$ cat config.mk
export PLATFORM = sky130hd
export DESIGN_NAME = selective_repeat_sender_window_core
export DESIGN_NICKNAME = d
export VERILOG_FILES = /design/src/design/srsw_pkg.sv /design/src/design/srsw_ctrl.sv /design/src/design/srsw_datapath.sv /design/src/design/selective_repeat_sender_window_core.sv
export SDC_FILE = /design/constraint.sdc
export NUM_CORES = 1
export LEC_CHECK = 0
export BUFFER_PORTS_ARGS = -buffer_cell sky130_fd_sc_hd__buf_2
export CAP_MARGIN = 20
export CELL_PAD_IN_SITES_DETAIL_PLACEMENT = 1
export CELL_PAD_IN_SITES_GLOBAL_PLACEMENT = 1
export CORE_ASPECT_RATIO = 0.6
export CORE_UTILIZATION = 55
export CTS_BUF_LIST = sky130_fd_sc_hd__clkbuf_4
export CTS_CLUSTER_DIAMETER = 120
export DETAILED_ROUTE_END_ITERATION = 8
export GPL_TIMING_DRIVEN = 1
export PLACE_DENSITY = 0.79
export SYNTH_ARGS = -nofsm -noshare
export SYNTH_HDL_FRONTEND = slang
export SYNTH_SLANG_ARGS = --single-unit
$ cat constraint.sdc
create_clock -name clock -period 7.9 [get_ports clock]
set_clock_uncertainty 0.1 [all_clocks]
set_input_delay 1.58 -clock clock [delete_from_list [all_inputs] [get_ports clock]]
set_output_delay 1.58 -clock clock [all_outputs]
set_load 0.01 [all_outputs]
$ cat src/design/srsw_pkg.sv
// Shared constants and types of the selective-repeat sender window.
package srsw_pkg;

   localparam int SEQ_COUNT = 8;
   localparam int SEQ_W     = $clog2(SEQ_COUNT);
   localparam int PAYLOAD_W = 32;
   localparam int KIND_W    = 2;
   localparam int WIN_W     = 3;
   localparam int CNT_W     = $clog2(SEQ_COUNT + 1);

   localparam logic [WIN_W-1:0] WINDOW_RESET = WIN_W'(4);

   // item kinds
   localparam logic [KIND_W-1:0] KIND_SEND    = KIND_W'(0);
   localparam logic [KIND_W-1:0] KIND_ACK     = KIND_W'(1);
   localparam logic [KIND_W-1:0] KIND_TIMEOUT = KIND_W'(2);

   typedef enum logic [1:0] {
      ST_IDLE,
      ST_EXEC,
      ST_SLIDE,
      ST_DONE
   } state_type;

   typedef struct packed {
      logic capture;
      logic exec;
      logic slide_step;
      logic load_out;
   } cmd_type;

   typedef struct packed {
      logic need_slide;
      logic slide_go;
   } status_type;

endpackage

$ cat src/design/srsw_ctrl.sv
// Sequencing state machine of the sender window.
module srsw_ctrl (
   input  logic                 clock,
   input  logic                 reset,
   input  logic                 req_valid,
   output logic                 req_ready,
   output logic                 rsp_valid,
   input  logic                 rsp_ready,
   input  srsw_pkg::status_type status,
   output srsw_pkg::cmd_type    cmd
);

   srsw_pkg::state_type state_ff, state_in;
   logic                rsp_valid_ff, rsp_valid_in;
   logic                out_free;

   assign out_free = !rsp_valid_ff || rsp_ready;

   // next state
   always_comb begin
      state_in = state_ff;
      unique case (state_ff)
         srsw_pkg::ST_IDLE: begin
            if (req_valid) state_in = srsw_pkg::ST_EXEC;
         end
         srsw_pkg::ST_EXEC: begin
            state_in = status.need_slide ? srsw_pkg::ST_SLIDE : srsw_pkg::ST_DONE;
         end
         srsw_pkg::ST_SLIDE: begin
            if (!status.slide_go) state_in = srsw_pkg::ST_DONE;
         end
         srsw_pkg::ST_DONE: begin
            if (out_free) state_in = srsw_pkg::ST_IDLE;
         end
         default: state_in = srsw_pkg::ST_IDLE;
      endcase
   end

   // commands to the datapath
   always_comb begin
      cmd       = '0;
      req_ready = 1'b0;
      unique case (state_ff)
         srsw_pkg::ST_IDLE: begin
            req_ready   = 1'b1;
            cmd.capture = req_valid;
         end
         srsw_pkg::ST_EXEC:  cmd.exec       = 1'b1;
         srsw_pkg::ST_SLIDE: cmd.slide_step = status.slide_go;
         srsw_pkg::ST_DONE:  cmd.load_out   = out_free;
         default: cmd = '0;
      endcase
   end

   // hold the result valid until taken
   assign rsp_valid_in = cmd.load_out || (rsp_valid_ff && !rsp_ready);
   assign rsp_valid    = rsp_valid_ff;

   always_ff @(posedge clock) begin
      if (reset) begin
         state_ff     <= srsw_pkg::ST_IDLE;
         rsp_valid_ff <= 1'b0;
      end else begin
         state_ff     <= state_in;
         rsp_valid_ff <= rsp_valid_in;
      end
   end

endmodule

$ cat src/design/srsw_datapath.sv
// Window state, packet store and result registers of the sender window.
module srsw_datapath (
   input  logic                           clock,
   input  logic                           reset,
   input  srsw_pkg::cmd_type              cmd,
   output srsw_pkg::status_type           status,
   input  logic                           csr_wr_en,
   input  logic [srsw_pkg::WIN_W-1:0]     csr_wr_data,
   input  logic [srsw_pkg::KIND_W-1:0]    req_kind,
   input  logic [srsw_pkg::PAYLOAD_W-1:0] req_payload,
   input  logic [srsw_pkg::SEQ_W-1:0]     req_ack_seq,
   input  logic                           req_ack_intact,
   input  logic [srsw_pkg::SEQ_W-1:0]     req_timeout_seq,
   output logic                           rsp_accepted,
   output logic                           rsp_tx_valid,
   output logic [srsw_pkg::SEQ_W-1:0]     rsp_tx_seq,
   output logic [srsw_pkg::PAYLOAD_W-1:0] rsp_tx_payload,
   output logic                           rsp_start_timer,
   output logic                           rsp_stop_timer,
   output logic [srsw_pkg::SEQ_W-1:0]     rsp_timer_seq,
   output logic [srsw_pkg::SEQ_W-1:0]     rsp_base_now,
   output logic [srsw_pkg::SEQ_W-1:0]     rsp_next_now,
   output logic                           rsp_window_full
);

   localparam int SW = srsw_pkg::SEQ_W;
   localparam int PW = srsw_pkg::PAYLOAD_W;

   // window control state
   logic [srsw_pkg::WIN_W-1:0]  window_ff;
   logic [SW-1:0]               base_ff;
   logic [SW-1:0]               next_ff;
   logic [srsw_pkg::SEQ_COUNT-1:0] acked_ff;
   logic [srsw_pkg::CNT_W-1:0]  cnt_ff;

   // captured item
   logic [srsw_pkg::KIND_W-1:0] cap_kind_ff;
   logic [PW-1:0]               cap_payload_ff;
   logic [SW-1:0]               cap_ack_ff;
   logic                        cap_intact_ff;
   logic [SW-1:0]               cap_timeout_ff;

   // packet store and its read register
   logic [PW-1:0]               mem [srsw_pkg::SEQ_COUNT];
   logic [PW-1:0]               rd_ff;

   // partial result built during execution
   logic                        res_accepted_ff, res_accepted_in;
   logic                        res_tx_valid_ff, res_tx_valid_in;
   logic                        res_from_mem_ff, res_from_mem_in;
   logic [SW-1:0]               res_tx_seq_ff, res_tx_seq_in;
   logic                        res_start_ff, res_start_in;
   logic                        res_stop_ff, res_stop_in;
   logic [SW-1:0]               res_timer_seq_ff, res_timer_seq_in;

   // output registers
   logic                        out_accepted_ff;
   logic                        out_tx_valid_ff;
   logic [SW-1:0]               out_tx_seq_ff;
   logic [PW-1:0]               out_tx_payload_ff;
   logic                        out_start_ff;
   logic                        out_stop_ff;
   logic [SW-1:0]               out_timer_seq_ff;
   logic [SW-1:0]               out_base_ff;
   logic [SW-1:0]               out_next_ff;
   logic                        out_full_ff;

   logic [srsw_pkg::WIN_W-1:0]  eff_win;
   logic                        full;
   logic [SW-1:0]               ack_off;
   logic                        ack_in_win;
   logic                        ack_in_range;
   logic                        to_in_range;
   logic                        do_send;

   // clamp the window to between one and SEQ_COUNT-1
   always_comb begin
      priority if (window_ff == '0) begin
         eff_win = srsw_pkg::WIN_W'(1);
      end else if (srsw_pkg::WIN_W'(srsw_pkg::SEQ_COUNT - 1) < window_ff) begin
         eff_win = srsw_pkg::WIN_W'(srsw_pkg::SEQ_COUNT - 1);
      end else begin
         eff_win = window_ff;
      end
   end

   // full and in-window tests, wrapping modulo the sequence count
   assign full         = (SW'(base_ff + SW'(eff_win))) == next_ff;
   assign ack_off      = SW'(cap_ack_ff - base_ff);
   assign ack_in_win   = {1'b0, ack_off} < (SW + 1)'(eff_win);
   assign ack_in_range = {1'b0, cap_ack_ff} < (SW + 1)'(srsw_pkg::SEQ_COUNT);
   assign to_in_range  = {1'b0, cap_timeout_ff} < (SW + 1)'(srsw_pkg::SEQ_COUNT);
   assign do_send      = cmd.exec && (cap_kind_ff == srsw_pkg::KIND_SEND) && !full;

   assign status.need_slide = (cap_kind_ff == srsw_pkg::KIND_ACK) && cap_intact_ff &&
                              ack_in_range && ack_in_win;
   assign status.slide_go   = acked_ff[base_ff] &&
                              (cnt_ff != srsw_pkg::CNT_W'(srsw_pkg::SEQ_COUNT));

   // decode the captured item into its result fields
   always_comb begin
      res_accepted_in  = 1'b0;
      res_tx_valid_in  = 1'b0;
      res_from_mem_in  = 1'b0;
      res_tx_seq_in    = '0;
      res_start_in     = 1'b0;
      res_stop_in      = 1'b0;
      res_timer_seq_in = '0;
      unique case (cap_kind_ff)
         srsw_pkg::KIND_SEND: begin
            if (!full) begin
               res_accepted_in  = 1'b1;
               res_tx_valid_in  = 1'b1;
               res_tx_seq_in    = next_ff;
               res_start_in     = 1'b1;
               res_timer_seq_in = next_ff;
            end
         end
         srsw_pkg::KIND_ACK: begin
            if (cap_intact_ff) begin
               res_stop_in      = 1'b1;
               res_timer_seq_in = cap_ack_ff;
            end
         end
         srsw_pkg::KIND_TIMEOUT: begin
            if (to_in_range) begin
               res_tx_valid_in  = 1'b1;
               res_from_mem_in  = 1'b1;
               res_tx_seq_in    = cap_timeout_ff;
               res_start_in     = 1'b1;
               res_timer_seq_in = cap_timeout_ff;
            end
         end
         default: begin
            res_accepted_in = 1'b0;
         end
      endcase
   end

   // window control state: config, send advance, ack mark, slide
   always_ff @(posedge clock) begin
      if (reset) begin
         window_ff <= srsw_pkg::WINDOW_RESET;
         base_ff   <= '0;
         next_ff   <= '0;
         acked_ff  <= '0;
         cnt_ff    <= '0;
      end else begin
         if (csr_wr_en) window_ff <= csr_wr_data;
         if (cmd.exec) begin
            cnt_ff <= '0;
            if (status.need_slide) acked_ff[cap_ack_ff] <= 1'b1;
         end
         if (do_send) next_ff <= SW'(next_ff + SW'(1));
         if (cmd.slide_step) begin
            acked_ff[base_ff] <= 1'b0;
            base_ff           <= SW'(base_ff + SW'(1));
            cnt_ff            <= srsw_pkg::CNT_W'(cnt_ff + srsw_pkg::CNT_W'(1));
         end
      end
   end

   // capture the item at acceptance
   always_ff @(posedge clock) begin
      if (cmd.capture) begin
         cap_kind_ff    <= req_kind;
         cap_payload_ff <= req_payload;
         cap_ack_ff     <= req_ack_seq;
         cap_intact_ff  <= req_ack_intact;
         cap_timeout_ff <= req_timeout_seq;
      end
   end

   // packet store: write on send, registered read at the timeout number
   always_ff @(posedge clock) begin
      if (do_send) mem[next_ff] <= cap_payload_ff;
      rd_ff <= mem[cap_timeout_ff];
   end

   // hold the decoded result until the output load
   always_ff @(posedge clock) begin
      if (cmd.exec) begin
         res_accepted_ff  <= res_accepted_in;
         res_tx_valid_ff  <= res_tx_valid_in;
         res_from_mem_ff  <= res_from_mem_in;
         res_tx_seq_ff    <= res_tx_seq_in;
         res_start_ff     <= res_start_in;
         res_stop_ff      <= res_stop_in;
         res_timer_seq_ff <= res_timer_seq_in;
      end
   end

   // load the output register with fields and the status after the item
   always_ff @(posedge clock) begin
      if (cmd.load_out) begin
         out_accepted_ff  <= res_accepted_ff;
         out_tx_valid_ff  <= res_tx_valid_ff;
         out_tx_seq_ff    <= res_tx_seq_ff;
         if (!res_tx_valid_ff) begin
            out_tx_payload_ff <= '0;
         end else if (res_from_mem_ff) begin
            out_tx_payload_ff <= rd_ff;
         end else begin
            out_tx_payload_ff <= cap_payload_ff;
         end
         out_start_ff     <= res_start_ff;
         out_stop_ff      <= res_stop_ff;
         out_timer_seq_ff <= res_timer_seq_ff;
         out_base_ff      <= base_ff;
         out_next_ff      <= next_ff;
         out_full_ff      <= full;
      end
   end

   assign rsp_accepted    = out_accepted_ff;
   assign rsp_tx_valid    = out_tx_valid_ff;
   assign rsp_tx_seq      = out_tx_seq_ff;
   assign rsp_tx_payload  = out_tx_payload_ff;
   assign rsp_start_timer = out_start_ff;
   assign rsp_stop_timer  = out_stop_ff;
   assign rsp_timer_seq   = out_timer_seq_ff;
   assign rsp_base_now    = out_base_ff;
   assign rsp_next_now    = out_next_ff;
   assign rsp_window_full = out_full_ff;

endmodule

$ cat src/design/selective_repeat_sender_window_core.sv
// Top level of the selective-repeat sender window.
// Input channel req_*: one item per handshake, kind 0 send, 1 ack, 2 timeout.
// Result channel rsp_*: exactly one result item per input item, in order.
// csr_wr_en/csr_wr_data write the window size (reset value 4); the user must
// write it only while idle, as the block does not enforce this. An item is
// taken in idle and executed in the next cycle. An ack that marks its slot
// then passes through the slide loop of the controller, where the base
// slides over the acknowledged slots, one slot per cycle. The result is then
// loaded into the output register in the done state once that register is
// free.
// The packet store is read through a registered port, so a timeout
// retransmission needs no extra state in the controller.
// Reset (synchronous, active high) clears base, next number, ack marks and
// the result valid; the packet store is not cleared.
// When the receiver stalls, the result is held in the output register. One
// more item may still be taken and executed; it then waits for the output
// register, and req_ready stays low until the pending result is taken.
module selective_repeat_sender_window_core (
   input  logic                           clock,
   input  logic                           reset,
   input  logic                           req_valid,
   output logic                           req_ready,
   input  logic [srsw_pkg::KIND_W-1:0]    req_kind,
   input  logic [srsw_pkg::PAYLOAD_W-1:0] req_payload,
   input  logic [srsw_pkg::SEQ_W-1:0]     req_ack_seq,
   input  logic                           req_ack_intact,
   input  logic [srsw_pkg::SEQ_W-1:0]     req_timeout_seq,
   output logic                           rsp_valid,
   input  logic                           rsp_ready,
   output logic                           rsp_accepted,
   output logic                           rsp_tx_valid,
   output logic [srsw_pkg::SEQ_W-1:0]     rsp_tx_seq,
   output logic [srsw_pkg::PAYLOAD_W-1:0] rsp_tx_payload,
   output logic                           rsp_start_timer,
   output logic                           rsp_stop_timer,
   output logic [srsw_pkg::SEQ_W-1:0]     rsp_timer_seq,
   output logic [srsw_pkg::SEQ_W-1:0]     rsp_base_now,
   output logic [srsw_pkg::SEQ_W-1:0]     rsp_next_now,
   output logic                           rsp_window_full,
   input  logic                           csr_wr_en,
   input  logic [srsw_pkg::WIN_W-1:0]     csr_wr_data
);

   srsw_pkg::cmd_type    cmd;
   srsw_pkg::status_type status;

   srsw_ctrl u_ctrl (
      .clock     (clock),
      .reset     (reset),
      .req_valid (req_valid),
      .req_ready (req_ready),
      .rsp_valid (rsp_valid),
      .rsp_ready (rsp_ready),
      .status    (status),
      .cmd       (cmd)
   );

   srsw_datapath u_datapath (
      .clock           (clock),
      .reset           (reset),
      .cmd             (cmd),
      .status          (status),
      .csr_wr_en       (csr_wr_en),
      .csr_wr_data     (csr_wr_data),
      .req_kind        (req_kind),
      .req_payload     (req_payload),
      .req_ack_seq     (req_ack_seq),
      .req_ack_intact  (req_ack_intact),
      .req_timeout_seq (req_timeout_seq),
      .rsp_accepted    (rsp_accepted),
      .rsp_tx_valid    (rsp_tx_valid),
      .rsp_tx_seq      (rsp_tx_seq),
      .rsp_tx_payload  (rsp_tx_payload),
      .rsp_start_timer (rsp_start_timer),
      .rsp_stop_timer  (rsp_stop_timer),
      .rsp_timer_seq   (rsp_timer_seq),
      .rsp_base_now    (rsp_base_now),
      .rsp_next_now    (rsp_next_now),
      .rsp_window_full (rsp_window_full)
   );

endmodule

== Word-level counts from Yosys, hierarchy flattened ==
Memory sizes are Yosys's and may differ from the RTL's. A register that Yosys moved wholly into a read port is not among the register bits.
Cells that the tools add are included.

* Output and inout bits: 51
* Register bits: 123
* Memories kept: 1
* Logic and storage cells: 105
* RAM bits: 256

* Reductions and logical operators: 18
* Add/subtract/negate cells: 5
* Equality and inequality tests: 10
* Bitwise operators: 3
* Mux-type cells: 35
* $lt $le $gt $ge: 6

{| class="wikitable"
|+ Memory list
! memory !! words !! bits a word !! rd ports !! clocked after Yosys merged registers in !! write ports !! RTL line !! RTL
|-
| u_datapath.mem || 8 || 32 || 1 || 1 || 1 || srsw_datapath.sv:44 || <nowiki>logic [PW-1:0] mem [srsw_pkg::SEQ_COUNT];</nowiki>
|}

{| class="wikitable"
|+ Operator list
! operator !! number
|-
| $mux W32 || 1
|-
| $mux W8 || 4
|-
| $mux W1 || 14
|-
| $mux W3 || 4
|-
| $pmux W3 S3 || 1
|-
| $and A8 B8 Y8 || 1
|-
| $logic_and A1 B1 Y1 || 8
|-
| $lt A3 B4 Y1 const B || 2
|-
| $mux W4 || 2
|-
| $not A8 Y8 || 1
|-
| $or A8 B8 Y8 || 1
|-
| $pmux W2 S4 || 1
|-
| $add A3 B1 Y3 const B || 2
|-
| $demux W1 S3 || 2
|-
| $eq A2 B2 Y1 const B || 3
|-
| $ge A3 B1 Y1 const B || 2
|-
| $mux W2 || 3
|-
| $pmux W3 S2 || 1
|-
| $add A4 B1 Y4 const B || 1
|-
| $eq A2 B1 Y1 const B || 2
|-
| $logic_not A2 Y1 || 2
|-
| $ne A2 B2 Y1 const B || 2
|-
| $ne A4 B4 Y1 const B || 1
|-
| $add A3 B3 Y3 || 1
|-
| 12 further kinds || 15
|}

== Longest topological paths before layout ==
* Depth in word-level cells: 10
* Depth in mapped cells: 11
* Mapped depth without buffers: 11

== By module ==
A second synthesis with hierarchy kept.

* Cells, all modules: 778
* Area total of the unflattened synthesis: 15527.4 um2

{| class="wikitable"
|+ Modules (own cells, without submodules)
! module !! instances !! area an instance (um2) !! seq. area each (um2) !! cells each
|-
| srsw_datapath || 1 || 15274.6 || 11721.2 || 752
|-
| srsw_ctrl || 1 || 252.7 || 60.1 || 26
|}

== Least setup slack after synthesis ==
No wires, ideal clock.

* Path type: register -> register
* Start: reg u_datapath.window_ff[1] in the netlist's numbering
* End: mem u_datapath.mem[0][0] in the netlist's numbering (enable)
* Path slack: 2626 ps
* Setup time: 502 ps
* Cell stages (with the launch flop): 9
* Data required time: 7298 ps
* Clock period less this slack: 5274 ps
* Data arrival time: 4672 ps
* Path through: dfxtp_1 o21bai_1 ha_1 ha_1 a21oi_1 xor2_1 nor2_2 or2_4 nor4_1

* Longest elaborated chain between the ends: 9
* Elaborated cells on any way between the ends: 10
* Those cells by class: add/sub: 1; order compare: 1; eq/ne: 1; mux: 4; reduce/logical: 3

{| class="wikitable"
|+ Ends and longest elaborated chain
! element !! RTL line !! RTL
|-
| start: declaration || srsw_datapath.sv:30 || <nowiki>logic [srsw_pkg::WIN_W-1:0] window_ff;</nowiki>
|-
| start signal: assignment || srsw_datapath.sv:143 || <nowiki>window_ff <= srsw_pkg::WINDOW_RESET;</nowiki>
|-
| start signal: assignment || srsw_datapath.sv:149 || <nowiki>if (csr_wr_en) window_ff <= csr_wr_data;</nowiki>
|-
| $lt A3 B3 Y1 || srsw_datapath.sv:80 || <nowiki>end else if (srsw_pkg::WIN_W'(srsw_pkg::SEQ_COUNT - 1) < window_ff) begin</nowiki>
|-
| $mux W3 || srsw_datapath.sv:80 ||
|-
| $mux W3 * || srsw_datapath.sv:78 || <nowiki>priority if (window_ff == '0) begin</nowiki>
|-
| $add A3 B3 Y3 * || srsw_datapath.sv:88 || <nowiki>assign full = (SW'(base_ff + SW'(eff_win))) == next_ff;</nowiki>
|-
| $eq A3 B3 Y1 * || srsw_datapath.sv:88 ||
|-
| net u_datapath.full || srsw_datapath.sv:69 || <nowiki>logic full;</nowiki>
|-
| $logic_not A1 Y1 * || srsw_datapath.sv:93 || <nowiki>assign do_send = cmd.exec && (cap_kind_ff == srsw_pkg::KIND_SEND) && !full;</nowiki>
|-
| $logic_and A1 B1 Y1 * || srsw_datapath.sv:93 ||
|-
| $mux W1 * || srsw_datapath.sv:176 || <nowiki>if (do_send) mem[next_ff] <= cap_payload_ff;</nowiki>
|-
| $mux W1 (not written as such) * || srsw_datapath.sv:176 ||
|-
| end: declaration || srsw_datapath.sv:44 ||
|}

Mark *: on every way through the listed nets, which the timed path passes. The rest lies on a longest branch.

== Worst setup path after layout ==
* Start: reg u_datapath.base_ff[0]
* End: reg u_datapath.acked_ff[4] in the netlist's numbering

* Longest elaborated chain between the ends: 8
* Elaborated cells on any way between the ends: 18
* Those cells by class: add/sub: 1; order compare: 3; mux: 9; bitwise: 2; reduce/logical: 3

{| class="wikitable"
|+ Ends and longest elaborated chain
! element !! RTL line !! RTL
|-
| start: declaration || srsw_datapath.sv:31 || <nowiki>logic [SW-1:0] base_ff;</nowiki>
|-
| start signal: assignment || srsw_datapath.sv:157 || <nowiki>base_ff <= SW'(base_ff + SW'(1));</nowiki>
|-
| $sub A3 B3 Y3 || srsw_datapath.sv:89 || <nowiki>assign ack_off = SW'(cap_ack_ff - base_ff);</nowiki>
|-
| $lt A3 B3 Y1 || srsw_datapath.sv:90 || <nowiki>assign ack_in_win = {1'b0, ack_off} < (SW + 1)'(eff_win);</nowiki>
|-
| $logic_and A1 B1 Y1 || srsw_datapath.sv:96 || <nowiki>ack_in_range && ack_in_win;</nowiki>
|-
| $mux W8 || srsw_datapath.sv:152 || <nowiki>if (status.need_slide) acked_ff[cap_ack_ff] <= 1'b1;</nowiki>
|-
| $mux W8 || srsw_datapath.sv:150 || <nowiki>if (cmd.exec) begin</nowiki>
|-
| $mux W8 || srsw_datapath.sv:142 || <nowiki>if (reset) begin</nowiki>
|-
| $and A8 B8 Y8 (no source line) || -- ||
|-
| $mux W8 * || srsw_datapath.sv:155 || <nowiki>if (cmd.slide_step) begin</nowiki>
|-
| end signal: assignment || srsw_datapath.sv:146 || <nowiki>acked_ff <= '0;</nowiki>
|-
| end signal: indexed assignment || srsw_datapath.sv:152 ||
|-
| end signal: indexed assignment || srsw_datapath.sv:156 || <nowiki>acked_ff[base_ff] <= 1'b0;</nowiki>
|-
| end: declaration || srsw_datapath.sv:33 || <nowiki>logic [srsw_pkg::SEQ_COUNT-1:0] acked_ff;</nowiki>
|}

Every way passes the cells marked *; elsewhere a longest branch is shown, timed or not. The select of a mux whose other input is x is not followed.
A chain may end at the register's enable or synchronous reset.

==> flow_summary.json <==
{
  "outcome": "complete, no violations",
  "routed_wl_mm": 33.5,
  "combPwrFrac_pct": 11.2,
  "r2r-start": "u_datapath.base_ff[0]$_SDFFE_PP0P_",
  "hold_viol_final": 0,
  "yosys_warnings": 0,
  "p_leak_nw": 6.13,
  "async_reset_ff_share_pct": 0,
  "syn2layout_area_growth_pct": 14.3,
  "vdd_drop_max_v": 0.000184,
  "cts_tree": "done",
  "ys_seq_elements": 411,
  "p_clk_share_pct": 34.9,
  "yosys_most_used_dff": "edfxtp_1",
  "ioPinCount": 100,
  "hold_end": "u_datapath.rsp_tx_seq[0]$_DFFE_PP_",
  "relSlewSlack_pct": 35.2,
  "power_switching_w": 0.00124,
  "syn_area_um2": 15400,
  "rows": 46,
  "cts-buffers-inserted": 90,
  "cts.sink_count": 411,
  "synth_edf_count": 355,
  "dp_hpwl_mm": 19.5,
  "synth_area_per_cell_um2": 20.0,
  "dr_total_vias": 7970,
  "slew_viol_final": 0,
  "endpoint_kind": "flip-flop",
  "drive_gt1_share_pct": 37.4,
  "whs_path_depth": 0,
  "first_pass_iters": 5,
  "setup_viol_count_final": 0,
  "grt_overflow": 0,
  "crit_type": "reg2reg",
  "holdWs_ns": 0.318,
  "fmax_ghz": 0.288,
  "rrSetupSlack_ns": 4.43,
  "post_cts_buffers": 0,
  "fin_ws_ns": 4.43,
  "place_congestion": 0.863,
  "tns_ns": 0,
  "place.port_buffers": 99,
  "n_fill_cell": 2311,
  "hp-class": "reg2reg",
  "synth_cells": 770,
  "syn_nets": 832,
  "cp.required_ns": 8.46,
  "nets": 1005,
  "p_sw_share_pct": 25.0,
  "fin_crit_ns": 3.47,
  "timing.final.crit_share_pct": 44.0,
  "rr_endpoint": "u_datapath.acked_ff[4]$_SDFF_PP0_",
  "clock_path_buffers": 3,
  "ys_types": 48,
  "dieArea_um2": 28700,
  "grt_usage_pct": 24.7,
  "cts_hold_buf": 0,
  "insertion_delay_ns": 0.78,
  "htreeDepth": 3,
  "p_int_w": 0.00373,
  "grt_pass1_wl_mm": 51.9,
  "drc": 0,
  "ctsResizeCount": 0,
  "yosysSeqAreaShare_pct": 76.6,
  "routedWlPerCell_um": 24.3,
  "die_w_um": 218,
  "grt_pass1_vias": 8724,
  "reg2reg_depth": 10,
  "drtIter0Drc": 709,
  "die_y_um": 132,
  "p_per_area_nw_per_um2": 283,
  "cts.reportedPaths.clkPinSlew_ns": 0.08,
  "grt_max_degree": 66,
  "worstPathArrival_ns": 4.04,
  "core_um2": 26900,
  "cp_max_fo": 12,
  "root_buffer": "clkbuf_4",
  "start_util_pct": 57.1,
  "grt_antenna_before_repair": 1,
  "drtAntennaViolNets": 0,
  "fin_util_pct": 65.3,
  "cap_viol_max_count": 0,
  "p_seq_share_pct": 54.0,
  "via_per_inst": 5.79,
  "place_ws_ns": 4.63,
  "min_from": "u_datapath.res_tx_seq_ff[0]$_DFFE_PN_",
  "rsz0062_at_grt": "false",
  "tightestPinTransition_ns": 0.972,
  "cp-start-kind": "flip-flop"
}
## stage by stage
step	total power, W	cells	area, um2
CTS	0.00502	1375	17600
detailed placement	0.00328	1210	16300
floorplan	0.00307	770	15400
global route	0.00517	1377	17600
global placement	0.00324	1210	16300
finish	0.00497	1377	17600
## worst max-delay path by stage
| stage | startpoint | end | slack, ns | cells past startpoint |
|---|---|---|---|---|
| after global placement | req_valid | u_datapath.cap_payload_ff[7]$_DFFE_PP_ | 4.88 | 3 |
| after detailed placement | u_datapath.base_ff[0]$_SDFFE_PP0P_ | u_datapath.acked_ff[4]$_SDFF_PP0_ | 4.63 | 10 |
| after CTS | u_ctrl.state_ff[0]$_SDFFE_PP0P_ | req_ready | 4.45 | 3 |
| final | u_datapath.base_ff[0]$_SDFFE_PP0P_ | u_datapath.acked_ff[4]$_SDFF_PP0_ | 4.43 | 10 |
| after global routing | u_datapath.base_ff[0]$_SDFFE_PP0P_ | u_datapath.acked_ff[0]$_SDFF_PP0_ | 4.31 | 10 |
| after floorplan | u_datapath.window_ff[1]$_SDFFE_PP0P_ | u_datapath.mem[0][0]$_DFFE_PP_ | 2.63 | 8 |
## routing by layer
layer / GRT usage (%) / wire length [um] / up-vias
met1: 34.8 / 15000 / 4155
met3: 6.13 / 2100 / 47
li1: - / - / 3456
met2: 37.9 / 15900 / 312
met4: 8.28 / 579 / 0
met5: 0 / 0 / -
## final cells by class
cell class | instances | area (um2) | area share (%)
Multi-Input combinational cell | 311 | 3440 | 19.6
Antenna cell | 1 | 2.50 | 0.0142
Clock inverter | 22 | 165 | 0.939
Inverter | 13 | 51.3 | 0.292
Sequential cell | 411 | 11800 | 67.0
Timing Repair Buffer | 116 | 621 | 3.53
Clock buffer | 143 | 1070 | 6.11
Tap cell | 360 | 450 | 2.56
## synth_stat cells (all sizes together) (2+ instances only)
library cell | count | area [um2]
xor2 | 2 | 17.5
o21ai | 4 | 20.0
a311oi | 6 | 52.6
nand2 | 17 | 73.8
xnor2 | 6 | 52.6
clkbuf | 16 | 60.1
inv | 13 | 51.3
nor3 | 12 | 60.1
and2 | 3 | 18.8
mux2i | 37 | 370
nor2 | 20 | 77.6
dfxtp | 56 | 1120
nand2b | 6 | 37.5
a21oi | 7 | 35.0
nand3b | 2 | 15.0
nor2b | 37 | 231
o21bai | 2 | 15.0
mux2 | 33 | 372
a41oi | 2 | 17.5
buf | 19 | 109
mux4 | 65 | 1460
or2 | 3 | 21.3
a21o | 2 | 15.0
edfxtp | 355 | 10700
a31oi | 10 | 62.6
nand3 | 7 | 35.0
nor4 | 5 | 43.8
ha | 12 | 150
## critical path, stage by stage (launching register included)
cell and delay (ns):
dfxtp_1 0.64, ha_1 0.26, inv_1 0.07, fa_1 0.43, xnor2_1 0.15, xnor2_1 0.15
ha_1 0.18, nand2b_1 0.13, a31oi_1 0.68, a31oi_1 0.19, a311oi_1 0.37
## flip-flops by register name, summed over array words and instances, names as in the netlist, 4 cells and up
register,count
u_datapath.mem,256
u_datapath.cap_payload_ff,32
u_datapath.acked_ff,8
u_datapath.rsp_tx_payload,32
u_datapath.rd_ff,32
u_datapath.cnt_ff,4
## cell families (layout without fill, tap and decap cells)
logic type	after synthesis	after routing	share of synthesized area, %
AO/OA/AOI/OAI	38	38	1.72
multiplexers	135	135	14.3
other	0	1	0
AND/OR/NAND/NOR	116	116	4.21
adder cells (fa/ha/maj)	13	13	1.11
flip-flops	411	411	76.6
XOR/XNOR	9	9	0.602
buffers and inverters	48	294	1.43
## power groups by stage
stage | Combinational, W | Sequential [W] | Clock, W
2_1_floorplan | 0.000375 | 0.00269 | 0
3_3_place_gp | 0.000529 | 0.00271 | 0
3_5_place_dp | 0.000555 | 0.00273 | 0
4_1_cts | 0.000561 | 0.00268 | 0.00178
5_1_grt | 0.000599 | 0.00270 | 0.00187
6_report | 0.000554 | 0.00268 | 0.00173
## placed cells by master, fill, tap and decap left out, drive strengths merged, types with 3 or more instances in the layout
| master | n |
|---|---|
| a21oi | 7 |
| a311oi | 6 |
| clkinv | 18 |
| and2 | 3 |
| mux2 | 33 |
| dfxtp | 56 |
| ha | 12 |
| o21ai | 4 |
| buf | 116 |
| inv | 13 |
| mux2i | 37 |
| a31oi | 10 |
| nor3 | 12 |
| nor2 | 20 |
| nor2b | 37 |
| nand2 | 17 |
| xnor2 | 6 |
| bufinv | 3 |
| nand3 | 7 |
| mux4 | 65 |
| edfxtp | 355 |
| or2 | 3 |
| nor4 | 5 |
| clkbuf | 143 |
| nand2b | 6 |
(Power assumes the default switching activity.)
